### src/rtl/barycentric_zbuffer_pixel_macros.svh
// Assertion macros shared by the barycentric z-buffer pixel RTL.
`ifndef BARYCENTRIC_ZBUFFER_PIXEL_MACROS_SVH
`define BARYCENTRIC_ZBUFFER_PIXEL_MACROS_SVH

// Check a consequent in the same cycle as its antecedent.
`define BZP_ASSERT_NOW(label, ante, cons, msg) \
    label: assert property (@(posedge i_clk) disable iff (!i_rst_n) (ante) |-> (cons)) \
        else $error(msg);

// Check a consequent in the cycle after its antecedent.
`define BZP_ASSERT_NEXT(label, ante, cons, msg) \
    label: assert property (@(posedge i_clk) disable iff (!i_rst_n) (ante) |=> (cons)) \
        else $error(msg);

`endif

### src/rtl/bzp_pkg.sv
// Shared types, widths and field offsets for the barycentric z-buffer pixel block.
`default_nettype none

package bzp_pkg;

    // Canvas defaults
    localparam int IMAGE_WIDTH_DEF  = 128;
    localparam int IMAGE_HEIGHT_DEF = 128;

    // Field widths
    localparam int CRD_W   = 12;   // vertex screen coordinate
    localparam int DZ_W    = 16;   // Q1.14 depth
    localparam int PIX_W   = 7;    // pixel column / row
    localparam int COLOR_W = 24;   // packed RGB

    // Datapath widths
    localparam int DIF_W   = 13;   // vertex differences
    localparam int WGT_W   = 26;   // raw weights and determinant
    localparam int WA_W    = 28;   // weight of A before the sign check
    localparam int DIV_W   = 25;   // positive determinant magnitude
    localparam int ACC_W   = 42;   // multiply-accumulate result
    localparam int DIV_STEPS = DZ_W; // quotient bits

    localparam logic signed [DZ_W-1:0] DEPTH_MIN = 16'sh8000;

    // Input tdata layout
    localparam int AX_LSB    = 0;
    localparam int AY_LSB    = 12;
    localparam int AZ_LSB    = 24;
    localparam int BX_LSB    = 40;
    localparam int BY_LSB    = 52;
    localparam int BZ_LSB    = 64;
    localparam int CX_LSB    = 80;
    localparam int CY_LSB    = 92;
    localparam int CZ_LSB    = 104;
    localparam int PX_LSB    = 120;
    localparam int PY_LSB    = 127;
    localparam int COLOR_LSB = 134;
    localparam int IN_W      = 160;

    // Output tdata layout
    localparam int OUT_PAD = 2;
    localparam int OUT_W   = 56;

    typedef enum logic [3:0] {
        S_CLEAR,
        S_IDLE,
        S_U0,
        S_U1,
        S_V0,
        S_V1,
        S_D0,
        S_D1,
        S_NORM,
        S_Z0,
        S_Z1,
        S_Z2,
        S_DIVS,
        S_DIVW,
        S_CMP
    } t_state;

    typedef enum logic [3:0] {
        MUL_X1Y2,
        MUL_X2Y1,
        MUL_X2Y0,
        MUL_X0Y2,
        MUL_X0Y1,
        MUL_X1Y0,
        MUL_AZW,
        MUL_BZV,
        MUL_CZU
    } t_mul_sel;

    typedef enum logic [1:0] {
        ST_NONE,
        ST_U,
        ST_V,
        ST_D
    } t_store;

    typedef struct packed {
        logic     accept;
        logic     clear_step;
        logic     mul_en;
        t_mul_sel mul_sel;
        logic     mul_first;
        logic     mul_sub;
        t_store   store;
        logic     norm;
        logic     div_start;
        logic     finish;
    } t_cmd;

    typedef struct packed {
        logic clear_done;
        logic reject;
        logic div_done;
        logic out_busy;
    } t_status;

endpackage

`default_nettype wire

### src/rtl/bzp_ctrl.sv
// Controller: sequences clearing, weight products, depth interpolation and result load.
`default_nettype none

module bzp_ctrl (
    input  wire logic               i_clk,
    input  wire logic               i_rst_n,
    input  wire logic               i_s_tvalid,
    output logic                    o_s_tready,
    input  wire bzp_pkg::t_status   i_status,
    output bzp_pkg::t_cmd           o_cmd
);

    bzp_pkg::t_state r_state;
    bzp_pkg::t_state n_state;

    // State register
    always_ff @(posedge i_clk) begin
        if (!i_rst_n) begin
            r_state <= bzp_pkg::S_CLEAR;
        end else begin
            r_state <= n_state;
        end
    end

    // Next state
    always_comb begin
        n_state = r_state;
        case (r_state)
            bzp_pkg::S_CLEAR: if (i_status.clear_done) n_state = bzp_pkg::S_IDLE;
            bzp_pkg::S_IDLE:  if (i_s_tvalid) n_state = bzp_pkg::S_U0;
            bzp_pkg::S_U0:    n_state = bzp_pkg::S_U1;
            bzp_pkg::S_U1:    n_state = bzp_pkg::S_V0;
            bzp_pkg::S_V0:    n_state = bzp_pkg::S_V1;
            bzp_pkg::S_V1:    n_state = bzp_pkg::S_D0;
            bzp_pkg::S_D0:    n_state = bzp_pkg::S_D1;
            bzp_pkg::S_D1:    n_state = bzp_pkg::S_NORM;
            bzp_pkg::S_NORM:  n_state = bzp_pkg::S_Z0;
            bzp_pkg::S_Z0: begin
                n_state = i_status.reject ? bzp_pkg::S_CMP : bzp_pkg::S_Z1;
            end
            bzp_pkg::S_Z1:    n_state = bzp_pkg::S_Z2;
            bzp_pkg::S_Z2:    n_state = bzp_pkg::S_DIVS;
            bzp_pkg::S_DIVS:  n_state = bzp_pkg::S_DIVW;
            bzp_pkg::S_DIVW:  if (i_status.div_done) n_state = bzp_pkg::S_CMP;
            bzp_pkg::S_CMP:   if (!i_status.out_busy) n_state = bzp_pkg::S_IDLE;
            default:          n_state = bzp_pkg::S_IDLE;
        endcase
    end

    // Commands to the datapath
    always_comb begin
        o_cmd      = '0;
        o_s_tready = 1'b0;
        case (r_state)
            bzp_pkg::S_CLEAR: o_cmd.clear_step = 1'b1;
            bzp_pkg::S_IDLE: begin
                o_s_tready   = 1'b1;
                o_cmd.accept = i_s_tvalid;
            end
            bzp_pkg::S_U0: begin
                o_cmd.mul_en    = 1'b1;
                o_cmd.mul_sel   = bzp_pkg::MUL_X1Y2;
                o_cmd.mul_first = 1'b1;
            end
            bzp_pkg::S_U1: begin
                o_cmd.mul_en  = 1'b1;
                o_cmd.mul_sel = bzp_pkg::MUL_X2Y1;
                o_cmd.mul_sub = 1'b1;
                o_cmd.store   = bzp_pkg::ST_U;
            end
            bzp_pkg::S_V0: begin
                o_cmd.mul_en    = 1'b1;
                o_cmd.mul_sel   = bzp_pkg::MUL_X2Y0;
                o_cmd.mul_first = 1'b1;
            end
            bzp_pkg::S_V1: begin
                o_cmd.mul_en  = 1'b1;
                o_cmd.mul_sel = bzp_pkg::MUL_X0Y2;
                o_cmd.mul_sub = 1'b1;
                o_cmd.store   = bzp_pkg::ST_V;
            end
            bzp_pkg::S_D0: begin
                o_cmd.mul_en    = 1'b1;
                o_cmd.mul_sel   = bzp_pkg::MUL_X0Y1;
                o_cmd.mul_first = 1'b1;
            end
            bzp_pkg::S_D1: begin
                o_cmd.mul_en  = 1'b1;
                o_cmd.mul_sel = bzp_pkg::MUL_X1Y0;
                o_cmd.mul_sub = 1'b1;
                o_cmd.store   = bzp_pkg::ST_D;
            end
            bzp_pkg::S_NORM:  o_cmd.norm = 1'b1;
            bzp_pkg::S_Z0: begin
                o_cmd.mul_en    = 1'b1;
                o_cmd.mul_sel   = bzp_pkg::MUL_AZW;
                o_cmd.mul_first = 1'b1;
            end
            bzp_pkg::S_Z1: begin
                o_cmd.mul_en  = 1'b1;
                o_cmd.mul_sel = bzp_pkg::MUL_BZV;
            end
            bzp_pkg::S_Z2: begin
                o_cmd.mul_en  = 1'b1;
                o_cmd.mul_sel = bzp_pkg::MUL_CZU;
            end
            bzp_pkg::S_DIVS:  o_cmd.div_start = 1'b1;
            bzp_pkg::S_DIVW:  ;
            bzp_pkg::S_CMP:   o_cmd.finish = !i_status.out_busy;
            default:          ;
        endcase
    end

endmodule

`default_nettype wire
### config.mk
export PLATFORM = sky130hd
export DESIGN_NAME = bzp_ctrl
export DESIGN_NICKNAME = d
export VERILOG_FILES = /design/src/rtl/barycentric_zbuffer_pixel_macros.svh /design/src/rtl/bzp_pkg.sv /design/src/rtl/bzp_ctrl.sv
export SDC_FILE = /design/constraint.sdc
export NUM_CORES = 1
export LEC_CHECK = 0
export BUFFER_PORTS_ARGS = -buffer_cell sky130_fd_sc_hd__buf_4
export CAP_MARGIN = 15
export CORE_AREA = 2 2 39 41
export DETAILED_ROUTE_END_ITERATION = 12
export DIE_AREA = 0 0 41 43
export GPL_TIMING_DRIVEN = 0
export PLACE_DENSITY = 0.61
export SYNTH_ARGS = -nofsm -noshare
export SYNTH_HDL_FRONTEND = slang
export SYNTH_SLANG_ARGS = --single-unit
### constraint.sdc
create_clock -name i_clk -period 1.6 [get_ports i_clk]
set_input_delay 0.08 -clock i_clk [delete_from_list [all_inputs] [get_ports i_clk]]
set_output_delay 0.08 -clock i_clk [all_outputs]
set_load 0.05 [all_outputs]
# After elaboration in Yosys (flattened, before gate mapping)
# Index checks and enable logic that the tools add are counted.
# classes
eq_ne	18
mux	15
reduce_logical	4
# op_table
operator	n
one-hot mux 4 bit (15 select lines)	1
one-hot mux 5 bit (9 select lines)	1
equality test 4 bit, second input constant	7
equality test 4 x 3 -> 1 bit, second input constant	4
2-to-1 mux 4 bit	4
one-hot mux 3 bit (3 select lines)	1
equality test 4 x 2 -> 1 bit, second input constant	2
!= test 2 bit, second input constant	4
2-to-1 mux 1 bit	7
equality test 4 x 1 -> 1 bit, second input constant	1
zero test 4 bit	1
AND reduction 4 bit	1
OR reduction 4 bit	1
2-to-1 mux 3 bit	1
zero test 1 bit	1
# totals
register_bits	4
inputBits	7
output_inout_bits	15
word_cells	38

# Logic depth before layout (Yosys ltp)
# Gate-level depths: netlist of run 1.
# logic_depth
word_depth	3
mapped_depth	5
ltp_nobuf	4

# Worst setup path before layout of run 1
# Ideal clock, no wire load.
# synth_path
path_type	register -> output
startpoint	register r_state[3]
endpoint	output port o_cmd[13] (netlist name)
arrival_ns	2.240
t_required_ns	1.520
path_slack_ns	-0.720
path_stages_with_launch	4
path_buffers	1
path_cell_list	dfxtp_1 -> clkbuf_1 -> nor3_1 -> and2_1
# synth_lines
element	line	text
start: declaration	bzp_ctrl.sv:13	bzp_pkg::t_state r_state;
start signal: assignment	bzp_ctrl.sv:19	r_state <= bzp_pkg::S_CLEAR;
start signal: assignment	bzp_ctrl.sv:21	r_state <= n_state;
end: declaration	bzp_ctrl.sv:10	output bzp_pkg::t_cmd o_cmd

==> impl_metrics.csv, run 1 <==
group,metric,value,unit
run_status,outcome,"completed",
power,p_per_area,708,nW/um^2
logic_synthesis,netlist_area,410,um^2
hold_path,hp-class,"in -> reg",
placement,io_buffer_count,21,
detailed_routing,vias,540,
die,chipHeight,43,um
logic_synthesis,yosys.area.top_type_share,19.5,%
global_routing,grt_max_degree,11,
placement,hpwl,905,um
logic_synthesis,syn_nets,70,
global_routing,grt_pass1_vias,434,
clock_network,root_buffer,"clkbuf_4",
worst_setup_path,cp.required,1520,ps
sta,skew,4.53,ps
logic_synthesis,syn_avg_cell_area,6.51,um^2
logic_synthesis,synth-seq-area-share,19.5,%
logic_synthesis,synth.area.top_cells,"dfxtp_1, nand2_1, o21ai_0, a21o_1, nor3_1",
flow_run,cap_viol_max_count,0,
logic_synthesis,synth-main-ff-cell,"dfxtp_1",
finish,drive_above_1_share,44.8,%
worst_setup_path,startpoint_type,"register",
finish,largest_reg_flops,4,
finish,final_net_count,96,
detailed_routing,ant_nets,0,
finish,fillers,155,
sta,hold_viol,0,
finish,multiInputGateArea,342,um^2
clock_network,cts_hold_buf,0,
sta,setup_violations,0,
detailed_routing,wl_per_cell,11.8,um
logic_synthesis,yosys_warnings,0,
die,die_area,1760,um^2
finish,final_cell_mix,"buf_4, nand2_1, clkbuf_4",
clock_network,clock_sinks,4,
clock_network,clk_pin_slew,40,ps
clock_network,post_cts_buffers,0,
detailed_routing,viasPerCell,5.24,
power,p_leak,0.309,nW
clock_network,cts_buffer_depth,2,
finish,num_antenna_cells,0,
clock_network,cts_buffers,3,
logic_synthesis,synth_edf_count,0,
sta,slew_viol_final,0,
global_routing,grt_use_total,14.5,%
placement,gp_congestion,0.805,
die,die_x,41,um
sta,period_share,96.1,%
clock_network,ctsHtreeMaxLevel,1,
finish,register_area,81.3,um^2
sta,tightestPinTransition,271,ps
sta,hold_ws,104,ps
finish,largest-register,"r_state",
finish,area_growth,63.1,%
die,initial_utilization,29.7,%
logic_synthesis,async_flop_share,0,%
sta,rsz0062_at_grt,"false",
sta,final.setup.tns,0,ps
sta,period_needed,1540,ps
detailed_routing,finalWirelength,1210,um
die,num_rows,14,
global_routing,globalRouteOverflowTotal,0,
worst_setup_path,critPathCaptureType,"primary output",
clock_network,cts_tree,"yes",
detailed_routing,drt_first_iter_violations,8,
die,core_area,1380,um^2
logic_synthesis,synthCells,63,
detailed_routing,dr.pass1.iters,4,
finish,postLayoutCellArea,669,um^2
worst_setup_path,crit_fanout,10,
global_routing,antenna_found_initial,0,
worst_setup_path,worst_ep_arrival_time,1460,ps
logic_synthesis,ys_ff_latch,4,
sta,fmaxAchievable,650,MHz
power,peakVddDrop,0.294,mV
clock_network,insertion_delay,240,ps
worst_setup_path,worstSetupPathType,"reg -> out",
logic_synthesis,synth_top_cell_by_area,"dfxtp_1",
placement,post_dp_cell_area,633,um^2
finish,final_common_cell,"buf_4",
logic_synthesis,synthDistinctLibCells,26,
sta,slew_headroom,81.9,%
finish,top_regs,"r_state (4)",
global_routing,grt_pass1_wl,1830,um
detailed_routing,drc_errors,0,
die,io_pins,22,
-- Yosys cell counts, drive strengths merged, types with 2 or more instances --
library cell	number
a21boi	2
a21o	3
a21oi	3
clkbuf	4
dfxtp	4
inv	2
nand2	10
nand2b	3
nor2	5
nor3	4
o21a	2
o21ai	7
o21bai	2
-- routing by layer --
metal	track usage, %	up-vias	share of wire (%)	wire length (um)
met5	0	-	0	0
met4	2.00	0	0	0
met2	21.9	16	45	547
met1	20.2	247	48	579
met3	4.71	0	7.0	85
li1	-	277	-	-
-- final cells by class --
| class | count | area share (%) |
|---|---|---|
| repair buffers | 21 | 23.6 |
| clock buffers | 3 | 3.36 |
| inverters | 2 | 1.12 |
| flip-flops and latches | 4 | 12.1 |
| well taps | 16 | 2.99 |
| plain buffers | 5 | 5.79 |
| multi-input cells | 52 | 51.0 |
-- power breakdown --
group	leakage (nW)	switching [mW]	internal [mW]
clock	0.0138	0.0423	0.0840
combinational	0.262	0.150	0.0823
sequential	0.0332	0.00850	0.107
-- final timing paths --
path | cells after the start | start | to | slack (ps)
worst max register to register | 4 | r_state[2]$_SDFFE_PN0P_ | r_state[2]$_SDFFE_PN0P_ | 200
worst min-delay path | 3 | i_rst_n | r_state[0]$_SDFFE_PN0P_ | 100
worst min register to register | 3 | r_state[3]$_SDFFE_PN0P_ | r_state[3]$_SDFFE_PN0P_ | 670
worst max-delay path | 4 | r_state[2]$_SDFFE_PN0P_ | o_cmd[7] | 60
-- critical path: stages, from the launching register on --
cell and delay (ps):
dfxtp_1 460, clkbuf_4 290, o21a_2 160, o21bai_2 100, buf_4 210
-- repair_timing --
action                     CTS  global route
pin swaps                    0             0
gates resized for setup      6             5
setup endpoints to repair   10             1
-- metrics by stage --
| step | utilization, % | power, mW | worst slack, ps | std cells |
|---|---|---|---|---|
| final | 48.4 | 0.474 | 62.4 | 103 |
| after global routing | 48.4 | 0.505 | 5.72 | 103 |
| after CTS | 47.9 | 0.477 | 20.9 | 103 |
| after detailed placement | 45.8 | 0.346 | 9.65 | 100 |
| after global placement | 45.8 | 0.345 | 40.5 | 100 |
| after floorplan | - | 0.281 | -294 | 63 |
-- logic make-up after synthesis --
group / after synthesis / share of synthesized area, %
and+or+nand+nor: 29 / 33.8
buffers and inverters: 7 / 8.23
AOI/OAI and AO/OA: 22 / 36.0
DFF: 4 / 19.5
muxes: 1 / 2.44
(Power assumes the default switching activity.)
==> inputs of run 2 (changes only) <==
--- a/config.mk
+++ b/config.mk
@@ -11,7 +11,7 @@
 export DETAILED_ROUTE_END_ITERATION = 12
 export DIE_AREA = 0 0 41 43
 export GPL_TIMING_DRIVEN = 0
-export PLACE_DENSITY = 0.61
+export PLACE_DENSITY = 0.63
 export SYNTH_ARGS = -nofsm -noshare
 export SYNTH_HDL_FRONTEND = slang
 export SYNTH_SLANG_ARGS = --single-unit
==> constraint.sdc (replaced) <==
create_clock -name i_clk -period 1.2 [get_ports i_clk]
set_input_delay 0.06 -clock i_clk [delete_from_list [all_inputs] [get_ports i_clk]]
set_output_delay 0.06 -clock i_clk [all_outputs]
set_load 0.05 [all_outputs]
==> run 2 against run 1 <==
  * The flow now finishes with violations (setup timing)
  * Highest routed layer unchanged
  * Non-clock buffer count grew 15
  * Count of clock-buffer cells in the layout is the same
  * Critical path depth is the same
  * Critical endpoint is now r_state[2]$_SDFFE_PN0P_
  * Utilization grew 37 points
  * Sequential power grew 40%
  * Via count grew 17%
==> impl_metrics.csv, run 2 (same netlist as run 1, synthesis figures left out) <==
group,metric,value,unit
sta,period_needed,1380,ps
placement,hpwl,993,um
placement,gp_congestion,0.747,
finish,largest-register,"r_state",
power,power,0.861,mW
die,chipHeight,43,um
die,core_area,1380,um^2
finish,final_cell_mix,"buf_4, buf_6, buf_8",
clock_network,insertion_delay,230,ps
clock_network,ctsHtreeMaxLevel,1,
worst_setup_path,worst_ep_arrival_time,1530,ps
global_routing,antenna_found_initial,0,
run_status,failed_checks,"setup timing",
finish,num_antenna_cells,0,
clock_network,cts_buffers,3,
clock_network,clk_pin_slew,40,ps
finish,fillers,77,
worst_setup_path,timing.rr.end,"r_state[2]$_SDFFE_PN0P_",
worst_setup_path,cp.required,1350,ps
sta,fmaxAchievable,726,MHz
power,p_per_area,725,nW/um^2
detailed_routing,vias,634,
clock_network,root_buffer,"clkbuf_4",
sta,period_share,115,%
global_routing,globalRouteOverflowTotal,0,
worst_setup_path,worstSetupPathType,"reg -> reg",
clock_network,cts_buffer_depth,2,
sta,tightestPinTransition,334,ps
detailed_routing,drt_first_iter_violations,5,
worst_setup_path,startpoint_type,"register",
sta,slew_viol_final,0,
detailed_routing,ant_nets,0,
detailed_routing,viasPerCell,5.37,
run_status,outcome,"finished with violations",
clock_network,cts_hold_buf,0,
sta,skew,1.63,ps
hold_path,hp-class,"in -> reg",
sta,setup_violations,17,
sta,hold_viol,0,
die,die_area,1760,um^2
global_routing,grt_pass1_wl,2810,um
worst_setup_path,r2r-start,"r_state[2]$_SDFFE_PN0P_",
power,peakVddDrop,0.687,mV
worst_setup_path,r2r_cells,4,
finish,drive_above_1_share,76.5,%
sta,rsz0062_at_grt,"true",
detailed_routing,finalWirelength,1950,um
sta,finalWorstSetupSlack,-178,ps
die,initial_utilization,29.7,%
hold_path,hold_depth,3,
global_routing,grt_pass1_vias,601,
detailed_routing,drc_errors,0,
clock_network,clock_sinks,4,
finish,final_util,85.8,%
finish,final_common_cell,"buf_4",
worst_setup_path,cp-startpoint,"r_state[2]$_SDFFE_PN0P_",
sta,hold_ws,104,ps
worst_setup_path,crit_fanout,8,
finish,stdcell_count,118,
sta,final.setup.tns,-2000,ps
sta,slew_headroom,77.7,%
die,die_x,41,um
flow_run,cap_viol_max_count,0,
worst_setup_path,r2r_setup_slack,-180,ps
worst_setup_path,critPathCaptureType,"register",
finish,area_growth,189,%
placement,place_inst,100,
finish,top_regs,"r_state (4)",
worst_setup_path,endpoint,"r_state[2]$_SDFFE_PN0P_",
power,p_leak,0.479,nW
finish,final_net_count,111,
detailed_routing,wl_per_cell,16.5,um
die,num_rows,14,
clock_network,cts_tree,"yes",
detailed_routing,dr.pass1.iters,4,
global_routing,grt_use_total,23.5,%
placement,io_buffer_count,21,
finish,largest_reg_flops,4,
die,io_pins,22,
global_routing,grt_max_degree,11,
-- run 2: report_power, final --
part | switching [mW] | internal (mW)
registers | 0.0200 | 0.141
clock network | 0.0479 | 0.111
logic | 0.288 | 0.253
total | 0.356 | 0.505
-- run 2: cell type report --
class	count	area, um^2	share of cell area [%]
Timing Repair Buffer	36	398	33.5
Inverter	2	15.0	1.26
Sequential cell	4	92.6	7.80
Clock buffer	3	22.5	1.90
Buffer	5	115	9.69
Tap cell	16	20.0	1.69
Multi-Input combinational cell	52	524	44.2
-- run 2: worst min path at each step --
stage,start,endpoint,slack (ps)
6_report,i_rst_n,r_state[2]$_SDFFE_PN0P_,100
5_1_grt,i_rst_n,r_state[0]$_SDFFE_PN0P_,100
4_1_cts,i_rst_n,r_state[0]$_SDFFE_PN0P_,90
3_5_place_dp,i_rst_n,r_state[0]$_SDFFE_PN0P_,330
3_3_place_gp,i_rst_n,r_state[0]$_SDFFE_PN0P_,330
2_1_floorplan,i_rst_n,r_state[0]$_SDFFE_PN0P_,170
-- run 2: what timing repair did --
action,CTS,global route
setup buffers,9,4
resized for setup,36,17
pin swaps,4,8
setup endpoints to repair,17,19
cloned,2,0
-- run 2: worst max-delay path: stages (launching register included) --
cell	delay, ps
dfxtp_4	370
or4_4	500
a21o_1	190
o21ai_2	70
mux2i_1	170
-- run 2: metrics by stage --
stage | setup slack (ps) | cell area, um^2
floorplan | -224 | 626
global placement | -212 | 803
detailed placement | -208 | 803
CTS | -175 | 1080
global route | -244 | 1190
finish | -178 | 1190
-- run 2: metal layers --
| layer | part of all wire, % | vias to the layer above | global-route usage (%) |
|---|---|---|---|
| met1 | 42 | 312 | 30.4 |
| met5 | 0 | - | 0 |
| met4 | 0 | 0 | 9.33 |
| met3 | 2.4 | 0 | 3.66 |
| li1 | - | 307 | - |
| met2 | 56 | 15 | 37.2 |
==> inputs of run 3 (changes only) <==
--- a/config.mk
+++ b/config.mk
@@ -7,11 +7,12 @@
 export LEC_CHECK = 0
 export BUFFER_PORTS_ARGS = -buffer_cell sky130_fd_sc_hd__buf_4
 export CAP_MARGIN = 15
-export CORE_AREA = 2 2 39 41
+export CELL_PAD_IN_SITES_DETAIL_PLACEMENT = 0
+export CELL_PAD_IN_SITES_GLOBAL_PLACEMENT = 1
+export CORE_UTILIZATION = 24
 export DETAILED_ROUTE_END_ITERATION = 12
-export DIE_AREA = 0 0 41 43
 export GPL_TIMING_DRIVEN = 0
-export PLACE_DENSITY = 0.63
+export PLACE_DENSITY = 0.72
 export SYNTH_ARGS = -nofsm -noshare
 export SYNTH_HDL_FRONTEND = slang
 export SYNTH_SLANG_ARGS = --single-unit
==> run 3 against run 2 <==
  * The flow finishes with violations (DRC, setup timing)
  * Global-route usage down 4.8 points
  * Setup slack worse by 46 ps
  * Total power grew 1.0%
  * Cell area is 0.32% lower
  * Die area up 6.6%
  * First-iteration DRC count grew to 3.6 times the previous value
==> impl_metrics.csv, run 3 (same netlist as run 1, synthesis figures left out) <==
group,metric,value,unit
finish,top_regs,"r_state (4)",
worst_setup_path,cp-startpoint,"r_state[2]$_SDFFE_PN0P_",
sta,period_needed,1420,ps
detailed_routing,vias,630,
clock_network,cts_buffer_depth,2,
sta,fmaxAchievable,702,MHz
finish,final_net_count,114,
sta,skew,5.31,ps
die,chipHeight,43.4,um
finish,num_antenna_cells,0,
clock_network,clk_pin_slew,40,ps
run_status,failed_checks,"DRC, setup timing",
detailed_routing,wl_per_cell,15.3,um
detailed_routing,viasPerCell,5.21,
worst_setup_path,cp.required,1320,ps
power,p_per_area,735,nW/um^2
clock_network,cts_hold_buf,0,
detailed_routing,drt_first_iter_violations,18,
sta,slew_headroom,77.4,%
worst_setup_path,critPathCaptureType,"register",
sta,finalWorstSetupSlack,-224,ps
placement,dp_slack,-202,ps
clock_network,insertion_delay,230,ps
clock_network,root_buffer,"clkbuf_4",
finish,final_cell_mix,"buf_4, buf_6, buf_8, nand2_1",
global_routing,antenna_found_initial,0,
placement,gp_congestion,0.736,
sta,rsz0062_at_grt,"true",
run_status,outcome,"finished with violations",
worst_setup_path,crit_chain,"or4_4 > a21o_1 > buf_4 > nand2_2 > a21oi_1",
finish,largest-register,"r_state",
die,die_x,43.4,um
detailed_routing,finalWirelength,1850,um
worst_setup_path,crit_fanout,7,
worst_setup_path,critPathTopFamily,"simple AND/OR/NAND/NOR gates",
die,initial_utilization,26.3,%
finish,final_common_cell,"buf_4",
die,core_area,1560,um^2
detailed_routing,dr.pass1.iters,8,
global_routing,globalRouteOverflowTotal,0,
placement,hpwl,994,um
worst_setup_path,crit_slowest_cell,"or4_4",
worst_setup_path,r2r_setup_slack,-220,ps
global_routing,grt_pass1_vias,553,
global_routing,grt_pass1_wl,2650,um
sta,hold_ws,89.2,ps
die,io_pins,22,
sta,tightestPinTransition,338,ps
sta,hold_viol,0,
worst_setup_path,timing.rr.end,"r_state[0]$_SDFFE_PN0P_",
worst_setup_path,worstSetupPathType,"reg -> reg",
detailed_routing,wl_met1,824,um
worst_setup_path,r2r-start,"r_state[2]$_SDFFE_PN0P_",
sta,slew_viol_final,0,
finish,largest_reg_flops,4,
clock_network,clock_sinks,4,
clock_network,cts_tree,"yes",
detailed_routing,top_layer,"met4",
die,num_rows,14,
hold_path,hp-class,"in -> reg",
worst_setup_path,startpoint_type,"register",
worst_setup_path,endpoint,"r_state[0]$_SDFFE_PN0P_",
flow_run,cap_viol_max_count,0,
clock_network,ctsHtreeMaxLevel,1,
detailed_routing,wl_met3,54,um
worst_setup_path,worst-path-buf-inv,1,
global_routing,grt_use_total,18.7,%
finish,drive_above_1_share,76.2,%
finish,final_util,75.9,%
worst_setup_path,worst_ep_arrival_time,1540,ps
clock_network,cts_buffers,3,
finish,area_growth,188,%
detailed_routing,drc_errors,5,
placement,io_buffer_count,21,
power,p_leak,0.493,nW
power,peakVddDrop,0.682,mV
sta,final.setup.tns,-2210,ps
sta,period_share,119,%
sta,setup_violations,18,
die,die_area,1880,um^2
global_routing,grt_max_degree,11,
worst_setup_path,slowest_delay,510,ps
detailed_routing,ant_nets,0,
detailed_routing,wl_met2,950,um
worst_setup_path,path_depth,5,
worst_setup_path,r2r_cells,5,
run 3: changes by cell type in the layout (fill, tap and decap cells not counted), sizes merged:
cell / change
buf: +5
clkbuf: -2
run 3: worst min-delay path by stage:
stage | from | end | slack (ps) | cells past startpoint
after floorplan | i_rst_n | r_state[0]$_SDFFE_PN0P_ | 170 | 2
after global placement | i_rst_n | r_state[0]$_SDFFE_PN0P_ | 330 | 3
after detailed placement | i_rst_n | r_state[0]$_SDFFE_PN0P_ | 340 | 3
after CTS | i_rst_n | r_state[0]$_SDFFE_PN0P_ | 90 | 3
after global routing | i_rst_n | r_state[0]$_SDFFE_PN0P_ | 100 | 3
final | i_rst_n | r_state[0]$_SDFFE_PN0P_ | 90 | 3
run 3: where the power goes:
| group | switching, mW | total, mW | leakage [nW] | internal (mW) |
|---|---|---|---|---|
| Clock | 0.0505 | 0.162 | 0.0138 | 0.112 |
| Combinational | 0.285 | 0.545 | 0.444 | 0.260 |
| Sequential | 0.0215 | 0.162 | 0.0352 | 0.141 |
run 3: routing by layer:
| metal | up-vias | track usage [%] |
|---|---|---|
| met5 | - | 0 |
| met4 | 0 | 5.63 |
| met1 | 301 | 25.4 |
| met3 | 2 | 1.25 |
| li1 | 310 | - |
| met2 | 17 | 31.8 |
run 3: worst reg2reg max path, delay by kind of cell (launching register included):
| kind | cells | cell delay [ps] |
|---|---|---|
| AND/OR/NAND/NOR | 2 | 550 |
| flip-flops | 1 | 360 |
| AO/OA/AOI/OAI | 2 | 250 |
| buffers and inverters | 1 | 140 |
run 3: final cells by class:
class / count / area (um^2)
Fill cell: 103 / 375
Buffer: 5 / 115
Multi-Input combinational cell: 52 / 510
Inverter: 2 / 15.0
Sequential cell: 4 / 92.6
Tap cell: 16 / 20.0
Clock buffer: 3 / 22.5
Timing Repair Buffer: 39 / 408
run 3: what timing repair did:
action	in CTS	in global routing
pin swaps	4	7
buffers inserted	8	10
endpoints found under the setup margin	17	18
resized for setup	33	17
run 3: per-stage QoR:
step	total power [mW]	cells	area, um^2
3_5_place_dp	0.527	100	803
2_1_floorplan	0.437	63	626
5_1_grt	0.915	121	1180
6_report	0.870	121	1180
4_1_cts	0.776	111	1040
3_3_place_gp	0.528	100	803
